**config.mk**
```make
export PLATFORM = sky130hd
export DESIGN_NAME = sawarq_in_reg
export DESIGN_NICKNAME = d
export VERILOG_FILES = /design/src/rtl/sawarq_pkg.sv /design/src/rtl/sawarq_in_reg.sv
export SDC_FILE = /design/constraint.sdc
export NUM_CORES = 1
export LEC_CHECK = 0
export BUFFER_PORTS_ARGS = -buffer_cell sky130_fd_sc_hd__buf_2
export CAP_MARGIN = 20
export CORE_UTILIZATION = 44
export DETAILED_ROUTE_END_ITERATION = 8
export PLACE_DENSITY = 0.92
export SETUP_SLACK_MARGIN = 0.2
export SLEW_MARGIN = 15
export SYNTH_ARGS = -nofsm -noshare
export SYNTH_HDL_FRONTEND = slang
export SYNTH_SLANG_ARGS = --single-unit
```
**constraint.sdc**
```tcl
create_clock -name clk -period 14.88 [get_ports clk]
set_clock_uncertainty 0.15 [all_clocks]
set_input_delay 1.488 -clock clk [delete_from_list [all_inputs] [get_ports clk]]
set_output_delay 1.488 -clock clk [all_outputs]
set_load 0.01 [all_outputs]
```
**src/rtl/sawarq_pkg.sv**
```systemverilog
`timescale 1ns / 1ps

package sawarq_pkg;

  localparam int unsigned MAX_PAYLOAD_DEF = 14600;
  localparam int unsigned TICK_WIDTH_DEF  = 24;
  localparam int unsigned INIT_TIMEOUT    = 500;
  localparam int unsigned CFG_W           = 24;
  localparam int unsigned LEN_W           = 14;
  localparam int unsigned WORD_W          = 16;

  localparam logic [WORD_W-1:0] FLAG_ACK  = 16'h0002;
  localparam logic [WORD_W-1:0] FLAG_LAST = 16'h0008;
  localparam logic [WORD_W-1:0] FLAG_RST  = 16'h0010;
  localparam logic [WORD_W-1:0] SUM_GOOD  = 16'hffff;

  typedef enum logic [1:0] {
    ACT_START = 2'd0,
    ACT_WORD  = 2'd1,
    ACT_RX    = 2'd2,
    ACT_TICK  = 2'd3
  } act_t;

  typedef enum logic [1:0] {
    EV_SEND      = 2'd0,
    EV_RESEND    = 2'd1,
    EV_DELIVERED = 2'd2,
    EV_RESET     = 2'd3
  } ev_t;

  typedef enum logic [1:0] {
    PH_IDLE = 2'd0,
    PH_LOAD = 2'd1,
    PH_WAIT = 2'd2
  } phase_t;

  typedef struct packed {
    act_t              action;
    logic [LEN_W-1:0]  seg_length;
    logic              last_segment;
    logic [WORD_W-1:0] payload_word;
    logic              payload_end;
    logic [WORD_W-1:0] rx_seq;
    logic [WORD_W-1:0] rx_ack;
    logic [WORD_W-1:0] rx_flags;
    logic [WORD_W-1:0] rx_sum;
    logic [WORD_W-1:0] rx_len;
  } item_t;

  typedef struct packed {
    ev_t               event_kind;
    logic              tx_seq;
    logic              tx_last;
    logic [WORD_W-1:0] tx_checksum;
    logic [LEN_W-1:0]  tx_length;
  } result_t;

  // 16-bit add with end-around carry
  function automatic logic [WORD_W-1:0] add16(logic [WORD_W-1:0] a, logic [WORD_W-1:0] b);
    logic [WORD_W:0] s;
    s = {1'b0, a} + {1'b0, b};
    return s[WORD_W-1:0] + {{(WORD_W-1){1'b0}}, s[WORD_W]};
  endfunction

endpackage

```
**src/rtl/sawarq_in_reg.sv**
```systemverilog
`timescale 1ns / 1ps

module sawarq_in_reg (
  input  logic              clk,
  input  logic              rst_n,
  input  logic              in_valid,
  output logic              in_stall,
  input  sawarq_pkg::item_t in_item,
  input  logic              take,
  output logic              item_valid,
  output sawarq_pkg::item_t item
);

  logic              vld_r, vld_nxt;
  sawarq_pkg::item_t item_r;
  logic              load;

  assign in_stall = vld_r & ~take;
  assign load     = in_valid & ~in_stall;
  assign vld_nxt  = load | (vld_r & ~take);

  always_ff @(posedge clk) begin
    if (!rst_n) begin
      vld_r <= 1'b0;
    end else begin
      vld_r <= vld_nxt;
    end
  end

  always_ff @(posedge clk) begin
    if (load) begin
      item_r <= in_item;
    end
  end

  assign item_valid = vld_r;
  assign item       = item_r;

endmodule

```
## Yosys cells after proc, flatten, opt, wreduce, memory -nomap -nowiden

Cells that the tools add are included.

- Bits in registers: 115
- Bits in latches: 0
- Memory bits (writable): 0
- Bits in read-only memories: 0
- Word-level logic and storage cells: 16
- Memories: 0

- Add/sub/neg operators: 0
- Multiply operators: 0
- Div/mod/pow operators: 0
- $lt $le $gt $ge: 0
- Equality and inequality tests: 0
- Shift operators: 0
- Mux-type cells: 0
- Bitwise operators: 5
- Reductions and logical operators: 0

Operators with widths:

| cell | number |
|---|---|
| 1-bit bitwise AND | 2 |
| 1-bit inverter | 2 |
| 1-bit OR | 1 |

## Logic depth before layout (Yosys ltp)

- Depth in word-level cells: 5
- Gate-level depth with buffers: 2
- Depth with buffers taken out: 2

## Worst setup path after synthesis

No wires, ideal clock.

- Path type: input-to-reg
- From: input port take
- To: register item_r (netlist bit item[0]), enable pin
- Setup time: 0.601 ns
- Arrival: 6.559 ns
- Slack: 7.570 ns
- Stages: 2
- Buffers on the path: 0
- Cells stage by stage: nor2b_4 > nor2b_1

- Word-level cells in the longest chain between the ends: 4

RTL lines:

| what | line | source |
|---|---|---|
| from (decl) | sawarq_in_reg.sv:9 | `input logic take,` |
| 1-bit inverter | sawarq_in_reg.sv:18 | `assign in_stall = vld_r & ~take;` |
| 1-bit bitwise AND | sawarq_in_reg.sv:18 |  |
| 1-bit inverter | sawarq_in_reg.sv:19 | `assign load = in_valid & ~in_stall;` |
| 1-bit bitwise AND | sawarq_in_reg.sv:19 |  |
| named net load | sawarq_in_reg.sv:16 | `logic load;` |
| to (signal assigned) | sawarq_in_reg.sv:32 | `item_r <= in_item;` |
| to (decl) | sawarq_in_reg.sv:15 | `sawarq_pkg::item_t item_r;` |

The timed path passes the listed nets, and every way through them passes these cells.
A chain may end at the register's enable or synchronous reset.

## Worst setup path in the final report

- From: input port take
- To: output port in_stall

- Word-level cells in the longest chain between the ends: 2

RTL lines:

| what | line | source |
|---|---|---|
| 1-bit inverter | sawarq_in_reg.sv:18 |  |
| 1-bit bitwise AND | sawarq_in_reg.sv:18 |  |
| to (decl) | sawarq_in_reg.sv:7 | `output logic in_stall,` |

No other way between the ends.

==> key figures <==
Hold path
  – Worst hold start: item_valid$_SDFF_PN0_
  – Hold Crit Depth: 2
  – Worst min path class: reg -> reg
  – Hold EP: item_valid$_SDFF_PN0_

Logic synthesis
  – FF+latch count, synth: 115
  – Yosys warning total: 0
  – Library cells used by synthesis: 5
  – Post-synth top area cell: edfxtp_1
  – Avg Inst Size Synth: a little under 30 um^2
  – Syn_nets: around 240
  – Cell Area, Synth: around 3500 um^2
  – Post-synthesis sequential area ratio: 0.992
  – Synth Instances: about 120
  – Post-synth top area share: 0.986
  – Ranking of synthesized cells by area: edfxtp_1, dfxtp_1, nor2b_4, o21a_1, nor2b_1

Global route
  – Vias in the first global route: between 2,000 and 2,500
  – GRT Resource Usage Total: 0.182
  – Largest net degree at the start of global routing: around 110
  – Global-route wire length before repair: between 10,000 and 15,000 um
  – Initial antenna violation count: 0
  – Total global routing overflow: 0

Floorplan
  – Die area: 8250 um^2
  – DIE WIDTH: 90.8 um
  – Site row count: 32
  – Initial Utilization: 0.451
  – Core area: 7690 um^2
  – Die Y: roughly 91 um
  – IO Pins: approximately 230

STA
  – RSZ-0062 raised after global routing: false
  – Final min period: around 3.6 ns
  – Final Hold Viols: 0
  – TNS Setup: 0 ns
  – Final period util: 0.239
  – Rel. slew slack: 0.390
  – Slew @ Worst Pin: roughly 0.9 ns
  – Final Max Slew Viols: 0
  – Final worst slack: approximately 11 ns
  – FMAX: roughly 280 MHz
  – Setup violations, final: 0

Setup path
  – Worst path buffer plus inverter count: 2
  – R2R Setup Slk: roughly 13 ns
  – Critical path type: in -> out
  – Endpoint class of the critical path: output pin
  – CP most frequent cell: buf_2
  – Delay-heaviest family, CP: buffers and inverters
  – Crit start category: input pin
  – Cell Chain, Critical Path: buf_2 -> nor2b_4 -> buf_2
  – Reg2reg path depth: 3
  – R2R Path End: item[78]$_DFFE_PP_
  – Critical-path maximum fanout: 3
  – RR Startpoint: item_valid$_SDFF_PN0_
  – Worst path max stage delay: around 0.16 ns
  – Critical-path top delay cell: nor2b_4
  – CP required: 13.24 ns
  – Arrival @ worst endpoint: 1.91 ns

Route
  – Drt drc: 0
  – Initial DRC Count: 70
  – Vias per std cell: between 4 and 5
  – Post-route ant nets: 0
  – Final WL: about 7500 um
  – Drt wl/cell: around 15 um
  – Drt first pass iters: 4
  – Total number of vias: approximately 2,200

Clocking
  – Hold-fix buffers, CTS: 0
  – Clock Sinks: approximately 120
  – Post-CTS Setup Inserts: 0
  – PostCTS Resize Cnt: 0
  – Max clock buf depth: 2
  – Clk Latency, worst-skew pair: 0.49 ns
  – Clock transition at the registers of the reported paths: roughly 0.05 ns
  – Root buf cell: clkbuf_8
  – H-tree levels: 4
  – CTS buffer count: 17
  – TritonCTS clock tree: yes

Finish
  – Share of layout cells above drive strength 1: 0.685
  – Fin nets: just under 500
  – N_diodes: 0
  – Syn-to-layout area delta: 54.1%
  – Fillers: roughly 530
  – Fin cells: around 490

Placement
  – Dpl ws: approximately 11 ns
  – DPL Wire Length: 5520 um
  – Dpl cells: ~450
  – Port Buf Inserts: roughly 230
  – Routability cong.: ~0.72

Pwr
  – Total power divided by cell area: about 150 nW/um^2
  – Leakage power: 2.33 nW
  – Maximum vdd drop: 0.0865 mV

Status
  – Status: finished, final reports clean

Job
  – Max Cap Viol: 0
-- area by class of cell --
| cell class | instances | area, um^2 | share of cell area |
|---|---|---|---|
| clock buffer | 20 | 425 | 0.0796 |
| clock inverter | 12 | 139 | 0.0260 |
| multi-input combinational | 3 | 35.0 | 0.00655 |
| sequential | 115 | 3440 | 0.644 |
| tap | 102 | 128 | 0.0239 |
| timing repair buffer | 234 | 1180 | 0.220 |
-- how the worst max path moves through the flow --
stage,from,to,slack (ns),cells past startpoint
final,take,in_stall,11.33,3
after global routing,take,in_stall,11.29,3
after CTS,take,in_stall,11.32,3
after detailed placement,take,item[104]$_DFFE_PP_,11.29,4
after global placement,take,in_stall,11.36,3
after floorplan,take,item[0]$_DFFE_PP_,7.57,2
-- Yosys cell counts --
cell type,n
edfxtp_1,114
dfxtp_1,1
nor2b_1,1
o21a_1,1
nor2b_4,1
-- where the power goes --
part	leakage (nW)	switching [W]	internal, W
logic	0.940	0.0000285	0.0000230
clock network	0.277	0.000127	0.000252
registers	1.11	0.00000448	0.000380
total	2.33	0.000160	0.000655
-- per-stage QoR --
step | power (W) | hold WS (ns) | area [um^2] | utilization
floorplan | 0.000410 | 0.512 | 3470 | -
global placement | 0.000440 | 0.467 | 4780 | 0.622
detailed placement | 0.000443 | 0.506 | 4780 | 0.622
CTS | 0.000824 | 0.518 | 5340 | 0.695
global route | 0.000841 | 0.538 | 5350 | 0.696
finish | 0.000815 | 0.509 | 5350 | 0.696
-- per-layer routing --
layer  vias up  share of wire  GRT usage
met4         0          0.013      0.102
li1        989              -          -
met3         6          0.086     0.0598
met1      1014           0.38      0.214
met2       144           0.52      0.297
met5         -              0          0
-- registers in the layout (all words and copies together) (netlist names) --
signal,count
item_valid,1
item,114
-- cells by family (layout without fill, tap and decap cells) --
group | after synthesis | count (layout) | share of synthesized area
AOI/OAI and AO/OA | 1 | 1 | 0.00216
DFF | 115 | 115 | 0.992
buffers and inverters | 0 | 266 | 0
and+or+nand+nor | 2 | 2 | 0.00577
-- cells in the final DEF (no fill, tap or decap) --
master | Yosys | layout
clkbuf_1 | 0 | 3
edfxtp_1 | 114 | 114
dfxtp_1 | 1 | 1
clkinvlp_4 | 0 | 1
clkinv_1 | 0 | 2
nor2b_4 | 1 | 2
clkinv_2 | 0 | 5
clkbuf_16 | 0 | 16
bufinv_16 | 0 | 3
clkinv_4 | 0 | 1
buf_2 | 0 | 233
o21a_1 | 1 | 1
clkbuf_8 | 0 | 1
buf_6 | 0 | 1
-- worst register-to-register path: stages, from the launching register on --
cell	delay (ns)
dfxtp_1	0.31
nor2b_4	0.14
nor2b_4	0.31
buf_6	0.72
Power figures use the tool's default switching activity.
