$ cat config.mk
export PLATFORM = sky130hd
export DESIGN_NAME = sawarq_out_reg
export DESIGN_NICKNAME = d
export VERILOG_FILES = /design/src/rtl/sawarq_pkg.sv /design/src/rtl/sawarq_out_reg.sv
export SDC_FILE = /design/constraint.sdc
export NUM_CORES = 1
export LEC_CHECK = 0
export BUFFER_PORTS_ARGS = -buffer_cell sky130_fd_sc_hd__clkbuf_2
export CAP_MARGIN = 20
export CORE_MARGIN = 1
export CORE_UTILIZATION = 42
export CTS_CLUSTER_SIZE = 12
export DETAILED_ROUTE_END_ITERATION = 12
export PLACE_DENSITY = 0.9
export SYNTH_ARGS = -nofsm -noshare
export SYNTH_HDL_FRONTEND = slang
export SYNTH_SLANG_ARGS = --single-unit
$ cat constraint.sdc
create_clock -name clk -period 1.9 [get_ports clk]
set_clock_uncertainty 0.15 [all_clocks]
set_input_delay 0.38 -clock clk [delete_from_list [all_inputs] [get_ports clk]]
set_output_delay 0.38 -clock clk [all_outputs]
set_load 0.01 [all_outputs]
$ cat src/rtl/sawarq_pkg.sv
`timescale 1ns / 1ps

package sawarq_pkg;

  localparam int unsigned MAX_PAYLOAD_DEF = 14600;
  localparam int unsigned TICK_WIDTH_DEF  = 24;
  localparam int unsigned INIT_TIMEOUT    = 500;
  localparam int unsigned CFG_W           = 24;
  localparam int unsigned LEN_W           = 14;
  localparam int unsigned WORD_W          = 16;

  localparam logic [WORD_W-1:0] FLAG_ACK  = 16'h0002;
  localparam logic [WORD_W-1:0] FLAG_LAST = 16'h0008;
  localparam logic [WORD_W-1:0] FLAG_RST  = 16'h0010;
  localparam logic [WORD_W-1:0] SUM_GOOD  = 16'hffff;

  typedef enum logic [1:0] {
    ACT_START = 2'd0,
    ACT_WORD  = 2'd1,
    ACT_RX    = 2'd2,
    ACT_TICK  = 2'd3
  } act_t;

  typedef enum logic [1:0] {
    EV_SEND      = 2'd0,
    EV_RESEND    = 2'd1,
    EV_DELIVERED = 2'd2,
    EV_RESET     = 2'd3
  } ev_t;

  typedef enum logic [1:0] {
    PH_IDLE = 2'd0,
    PH_LOAD = 2'd1,
    PH_WAIT = 2'd2
  } phase_t;

  typedef struct packed {
    act_t              action;
    logic [LEN_W-1:0]  seg_length;
    logic              last_segment;
    logic [WORD_W-1:0] payload_word;
    logic              payload_end;
    logic [WORD_W-1:0] rx_seq;
    logic [WORD_W-1:0] rx_ack;
    logic [WORD_W-1:0] rx_flags;
    logic [WORD_W-1:0] rx_sum;
    logic [WORD_W-1:0] rx_len;
  } item_t;

  typedef struct packed {
    ev_t               event_kind;
    logic              tx_seq;
    logic              tx_last;
    logic [WORD_W-1:0] tx_checksum;
    logic [LEN_W-1:0]  tx_length;
  } result_t;

  // 16-bit add with end-around carry
  function automatic logic [WORD_W-1:0] add16(logic [WORD_W-1:0] a, logic [WORD_W-1:0] b);
    logic [WORD_W:0] s;
    s = {1'b0, a} + {1'b0, b};
    return s[WORD_W-1:0] + {{(WORD_W-1){1'b0}}, s[WORD_W]};
  endfunction

endpackage

$ cat src/rtl/sawarq_out_reg.sv
`timescale 1ns / 1ps

module sawarq_out_reg (
  input  logic                clk,
  input  logic                rst_n,
  input  logic                load,
  input  sawarq_pkg::result_t res,
  output logic                can_load,
  output logic                out_valid,
  input  logic                out_stall,
  output sawarq_pkg::result_t out_res
);

  logic                vld_r, vld_nxt;
  sawarq_pkg::result_t res_r;

  assign can_load = ~vld_r | ~out_stall;
  assign vld_nxt  = load | (vld_r & out_stall);

  always_ff @(posedge clk) begin
    if (!rst_n) begin
      vld_r <= 1'b0;
    end else begin
      vld_r <= vld_nxt;
    end
  end

  always_ff @(posedge clk) begin
    if (load) begin
      res_r <= res;
    end
  end

  assign out_valid = vld_r;
  assign out_res   = res_r;

endmodule

After elaboration in Yosys (flattened, before gate mapping)
Index checks and enable logic that the tools add are counted.
- register bits after elaboration: 35
- input bits: 38
- bitwise logic cells: 5
- operators with widths (kind ; number):
    NOT 1 bit ; 2
    bitwise OR 1 bit ; 2
    bitwise AND 1 bit ; 1

Logic depth before layout (Yosys ltp)
Gate-level depths: netlist of run 1.
- depth in word-level cells: 2
- gate-level depth with buffers: 2

Worst setup path before layout of run 1
OpenSTA, ideal clock, no wires.
- path kind: register -> output
- start point: register vld_r (netlist: out_valid)
- end point: output port can_load
- buffers on the path: 0
- arrival time: 0.478 ns
- slack: 0.892 ns
- data required time: 1.370 ns
- cell stages (with the launch flop): 2
- cells stage by stage: dfxtp_1 > nand2_1
- longest elaborated chain between the ends: 2
- ends and longest elaborated chain (what ; line ; text):
    from (decl) ; sawarq_out_reg.sv:14 ; logic vld_r, vld_nxt;
    from (signal assigned) ; sawarq_out_reg.sv:24 ; vld_r <= vld_nxt;
    NOT 1 bit ; sawarq_out_reg.sv:17 ; assign can_load = ~vld_r | ~out_stall;
    bitwise OR 1 bit ; sawarq_out_reg.sv:17 ;
    to (decl) ; sawarq_out_reg.sv:8 ; output logic can_load,
No other way between the ends.

Worst setup path in the final report of run 1
Same ends and word-level chain as after synthesis.

==> results of run 1 <==
-- power by group --
group          switching, uW  internal (uW)  leakage, uW
sequential              16.2            912     0.000341
clock                    235            311    0.0000482
combinational           76.6           69.3     0.000318
total                    328           1290     0.000707
-- cell type report --
class | count | area share (%)
timing repair buffer | 74 | 24.66
sequential | 35 | 66.61
multi-input combinational | 3 | 0.9608
tap | 28 | 2.242
clock inverter | 2 | 2.242
clock buffer | 6 | 3.283
-- how the worst max path moves through the flow --
| stage | startpoint | end |
|---|---|---|
| 2_1_floorplan | out_valid | can_load |
| 4_1_cts | out_valid | can_load |
| 6_report | out_valid | can_load |
| 3_5_place_dp | load | out_res[17] |
| 3_3_place_gp | out_stall | can_load |
| 5_1_grt | out_valid | can_load |
-- registers in the layout, summed over array words and instances (netlist names) --
name,cells
out_res,34
out_valid,1
-- metrics by stage --
step | total power (uW) | cells
after detailed placement | 1095 | 140
after CTS | 1639 | 148
after floorplan | 982.9 | 38
final | 1620 | 148
after global placement | 1086 | 140
after global routing | 1687 | 148
-- cell families (layout without fill, tap and decap cells) --
group,Yosys count,in the layout
flops,35,35
compound gates,1,1
simple gates,2,2
buf+inv,0,82
-- critical path, delay by kind of cell (launching register included) --
kind          cells  cell delay (ns)
flops             1             0.37
buf+inv           1             0.12
simple gates      1             0.06
-- routing by layer --
metal	GRT usage [%]	up-vias	part of all wire (%)	routed length, um
met2	22.22	50	46	959
met1	21.00	290	39	824
met3	7.602	4	14	292
li1	-	314	-	-
met5	0	-	0	0
met4	14.47	0	1.2	25
-- cell usage in the layout, fill, tap and decap left out --
master	Yosys	layout
a21oi_1	1	1
clkinv_2	0	1
nand2_1	1	1
dfxtp_1	1	1
bufinv_16	0	1
clkbuf_4	0	5
clkbuf_2	0	73
clkbuf_8	0	1
buf_12	0	1
edfxtp_1	34	34
nor2b_1	1	1
==> results.ini, run 1 <==
[synthesis]
syn_nets = 76
yosysUniqueCellTypes = 5
synthAdderAreaFrac_pct = 0
synth_commonest_cells = edfxtp_1 (34), a21oi_1 (1), dfxtp_1 (1), nand2_1 (1), nor2b_1 (1)
yosysTopAreaCell = edfxtp_1
syn_area_sq_mm = 0.001056
synth_compound_area_share_pct = 0.4739
ys_async_sr_fraction_pct = 0
synthCells = 38
yosysSeqAreaShare_pct = 98.58
synth_top_cell_area_share_pct = 96.68
synth_mux_area_share_pct = 0
synth_edf_count = 34
yosys.area_share.simple_pct = 0.9479
syn_area_per_cell_sq_um = 27.79
synth_top_family_by_area = simple AND/OR/NAND/NOR gates
synthTopCellsByArea = edfxtp_1 (97%), dfxtp_1 (1.9%), nor2b_1 (0.59%), a21oi_1 (0.47%), nand2_1 (0.36%)
ys.flop_type = edfxtp_1
synthXorXnorAreaFrac_pct = 0
yosysWarnings = 0
yosysMostFrequentCell = edfxtp_1
synth_seq_cells = 35

[global_route]
grt-ovfl-total = 0
grt_pass1_wl_mm = 2.891
antenna_found_initial = 0
groute.usage.overall_pct = 16.96
grt_max_degree = 36
first_global_vias = 584

[pwr]
leakagePower_uw = 0.0007070
peakVddDrop_mv = 0.6722
powerDensity_mw_per_mm2 = 1037

[worst_setup_path]
crit_path_max_incr_delay_ns = 0.37
r2r_start = out_valid
rrSetupSlack_ns = 1.13
r2r_cells = 2
start_kind = flop
r2r-end = out_valid
crit_path_top_delay_cell = dfxtp_1
crit_arrival_ns = 0.89
critPathKind = reg -> out
crit_path_end_kind = output port
critical_path_required_ns = 1.37
crit_chain = nand2_1 -> clkbuf_2
worstPathMaxFanout = 3

[floorplan]
pin_count = 74
die-area_sq_mm = 0.002719
die_w_um = 52.14
fp.dieH_um = 52.14
coreArea_sq_mm = 0.002297
start_util_pct = 45.97
rows = 17

[sta]
min_period_ns = 1.419
hold_slack_ns = 0.05474
max_freq_mhz = 704.9
drv_slew = 0
totalNegativeSetupSlack_ns = 0
setup_ws_ns = 0.4813
hold_violations = 0
fin_crit_sh_pct = 74.67
grt_setup_unrepaired = false
maxSlewHeadroom_pct = 87.74
tightest_slew_ns = 0.1840
setup_violations = 0

[min_path]
holdCritPathClass = in -> reg
holdPathEnd = out_res[14]
holdCritStartpoint = res[14]
whs_path_depth = 1

[layout]
final_nets = 157
syn_to_final_growth_pct = 47.99
drive_gt1_share_pct = 68.33
num-fill-cells = 173
seq_area_sq_mm = 0.001041
design_area_sq_mm = 0.001563
post-route-util_pct = 68.03
diodes = 0
multi_input_area_sq_um = 15.01

[clock_network]
clock-sinks = 35
cts_tree = yes
numCtsBuffers = 5
cts.htree.levels = 2
postCtsHoldBufs = 0
clock_latency_ns = 0.34
clk_pin_slew_ns = 0.11
cts_setup_buffers = 0
cts-root-buf = clkbuf_4
cts.repair.resized = 0
clockBufferDepth = 2

[run]
maxCapViolCount = 0

[placed_design]
postPlaceCellArea_sq_mm = 0.001476
routabilityCongestion = 0.6437
port_buffers = 73
place_ws_ns = 0.7296
dp_hpwl_mm = 1.589

[detailed_routing]
drt_iter0_markers = 19
wl_per_cell_um = 14.19
routed_wl_mm = 2.100
drtAntennaViolNets = 0
drc = 0
firstDrtPassIters = 4
vias = 658
viasPerCell = 4.446

[status]
status = finished, final reports clean

Note: power is estimated with default switching activity, not from simulation.
==> run 2, diff against run 1 <==
--- a/config.mk
+++ b/config.mk
@@ -5,13 +5,14 @@
 export SDC_FILE = /design/constraint.sdc
 export NUM_CORES = 1
 export LEC_CHECK = 0
+export ABC_AREA = 1
 export BUFFER_PORTS_ARGS = -buffer_cell sky130_fd_sc_hd__clkbuf_2
 export CAP_MARGIN = 20
 export CORE_MARGIN = 1
-export CORE_UTILIZATION = 42
+export CORE_UTILIZATION = 39
 export CTS_CLUSTER_SIZE = 12
 export DETAILED_ROUTE_END_ITERATION = 12
-export PLACE_DENSITY = 0.9
+export PLACE_DENSITY = 0.84
 export SYNTH_ARGS = -nofsm -noshare
 export SYNTH_HDL_FRONTEND = slang
 export SYNTH_SLANG_ARGS = --single-unit
==> constraint.sdc (replaced) <==
create_clock -name clk -period 1.43 [get_ports clk]
set_clock_uncertainty 0.15 [all_clocks]
set_input_delay 0.286 -clock clk [delete_from_list [all_inputs] [get_ports clk]]
set_output_delay 0.286 -clock clk [all_outputs]
set_load 0.01 [all_outputs]
==> results.ini, run 2 <==
[status]
status = finished, final reports clean

[clock_network]
cts.repair.resized = 0
numCtsBuffers = 5
clock_latency_ns = 0.31
clk_pin_slew_ns = 0.09
clock-sinks = 35
postCtsHoldBufs = 34
cts_tree = yes
cts.htree.levels = 2
clockBufferDepth = 2
cts_setup_buffers = 0
cts-root-buf = clkbuf_4

[floorplan]
pin_count = 74
start_util_pct = 42.16
coreArea_sq_mm = 0.002522
die_w_um = 54.22
rows = 18
fp.dieH_um = 54.22
die-area_sq_mm = 0.002940

[detailed_routing]
viasPerCell = 4.454
wl_per_cell_um = 14.22
dr_wl_met3_um = 320
firstDrtPassIters = 6
drt_iter0_markers = 7
routed_wl_mm = 2.630
wl_met2_mm = 1.334
vias = 824
met1Wirelength_um = 908
drc = 0
dr.max_layer_used = met4
drtAntennaViolNets = 0

[sta]
max_freq_mhz = 759.8
hold_violations = 0
min_period_ns = 1.316
grt_setup_unrepaired = false
maxSlewHeadroom_pct = 87.72
drv_slew = 0
totalNegativeSetupSlack_ns = 0
fin_crit_sh_pct = 92.04
setup_violations = 0
tightest_slew_ns = 0.1843

[synthesis]
ys_async_sr_fraction_pct = 0
yosysSeqAreaShare_pct = 97.88
yosysMostFrequentCell = edfxtp_1
synthCells = 39
ys.flop_type = edfxtp_1
syn_area_per_cell_sq_um = 27.27
synth_top_cell_area_share_pct = 96.00
synthTopCellsByArea = edfxtp_1 (96%), dfxtp_1 (1.9%), a21oi_2 (0.82%), inv_1 (0.71%), nand2_2 (0.59%)
syn_nets = 77
synth_edf_count = 34
yosysUniqueCellTypes = 5
yosysWarnings = 0
synth_commonest_cells = edfxtp_1 (34), inv_1 (2), a21oi_2 (1), dfxtp_1 (1), nand2_2 (1)
yosysTopAreaCell = edfxtp_1
synth_seq_cells = 35
syn_area_sq_mm = 0.001064

[global_route]
grt_max_degree = 36
groute.usage.overall_pct = 19.65
grt-ovfl-total = 0
grt_pass1_wl_mm = 3.739
antenna_found_initial = 0
first_global_vias = 869

[layout]
syn_to_final_growth_pct = 76.35
multi_input_area_sq_um = 15.01
seq_area_sq_mm = 0.001041
num-fill-cells = 148
final_nets = 192
diodes = 0
mostFrequentLayoutCells = clkbuf_2 (73), dlygate4sd3_1 (34), edfxtp_1 (34)
finalNonFillerCells = 185
drive_gt1_share_pct = 52.26
largest_reg_flops = 34
final_common_cell = clkbuf_2

[worst_setup_path]
crit_path_max_incr_delay_ns = 0.36
crit_chain = nand2_2 -> clkbuf_2
crit_path_top_delay_cell = dfxtp_1
worstSetupStartpoint = out_valid
rrSetupSlack_ns = 0.68
start_kind = flop
crit_path_end_kind = output port
worstPathMaxFanout = 2
r2r_cells = 2
r2r-end = out_valid
critPathKind = reg -> out
r2r_start = out_valid
critical_path_required_ns = 0.99
crit_arrival_ns = 0.88

[min_path]
holdPathEnd = out_valid
holdCritStartpoint = rst_n
whs_path_depth = 3
holdCritPathClass = in -> reg

[pwr]
powerDensity_mw_per_mm2 = 1055
leakagePower_uw = 0.0008371
peakVddDrop_mv = 0.9309

[placed_design]
port_buffers = 73
dp_hpwl_mm = 1.361
routabilityCongestion = 0.6503
placedCellCount = 143

[run]
maxCapViolCount = 0

run 2: critical path, delay by kind of cell, from the launching register on:
family	cells	cell delay (ns)
buffers and inverters	1	0.13
flip-flops	1	0.36
AND/OR/NAND/NOR	1	0.08
run 2: cell families after synthesis:
family	after synthesis	share of synthesized area, %
AND/OR/NAND/NOR	1	0.5886
buffers and inverters	2	0.7061
flip-flops	35	97.88
AO/OA/AOI/OAI	1	0.8237
run 2: worst max-delay path by stage:
stage	endpoint	slack (ns)
after floorplan	can_load	0.53
after global placement	out_res[14]	0.38
after detailed placement	out_res[27]	0.36
after CTS	can_load	0.11
after global routing	can_load	0.07
final	can_load	0.11
run 2: layout make-up:
class                      count  share of cell area [%]
clock buffer                   6                   2.201
clock inverter                 2                  0.4003
inverter                       2                  0.4003
multi-input combinational      2                  0.8005
sequential                    35                   55.50
tap                           30                   2.001
timing repair buffer         108                   38.69
run 2: stage by stage:
| step | total power, uW | utilization, % | hold slack (ns) | cell area, sq um | worst slack, ns |
|---|---|---|---|---|---|
| final | 1978 | 74.36 | 0.02484 | 1876 | 0.1138 |
| after global routing | 2060 | 74.36 | 0.04104 | 1876 | 0.07272 |
| after CTS | 1991 | 74.36 | 0.0006226 | 1876 | 0.1098 |
| after detailed placement | 1456 | 58.93 | 0.3146 | 1486 | 0.3610 |
| after global placement | 1447 | 58.93 | 0.3129 | 1486 | 0.3756 |
| after floorplan | 1308 | - | 0.2349 | 1064 | 0.5298 |
run 2: per-layer routing:
| metal | vias up | global-route usage, % |
|---|---|---|
| li1 | 380 | - |
| met1 | 373 | 19.05 |
| met2 | 63 | 33.13 |
| met3 | 8 | 10.83 |
| met4 | 0 | 10.26 |
| met5 | - | 0 |
run 2: report_power, final:
group	internal [uW]	switching, uW	total, uW
combinational	153	123	276
sequential	1210	22.9	1240
clock	182	285	467
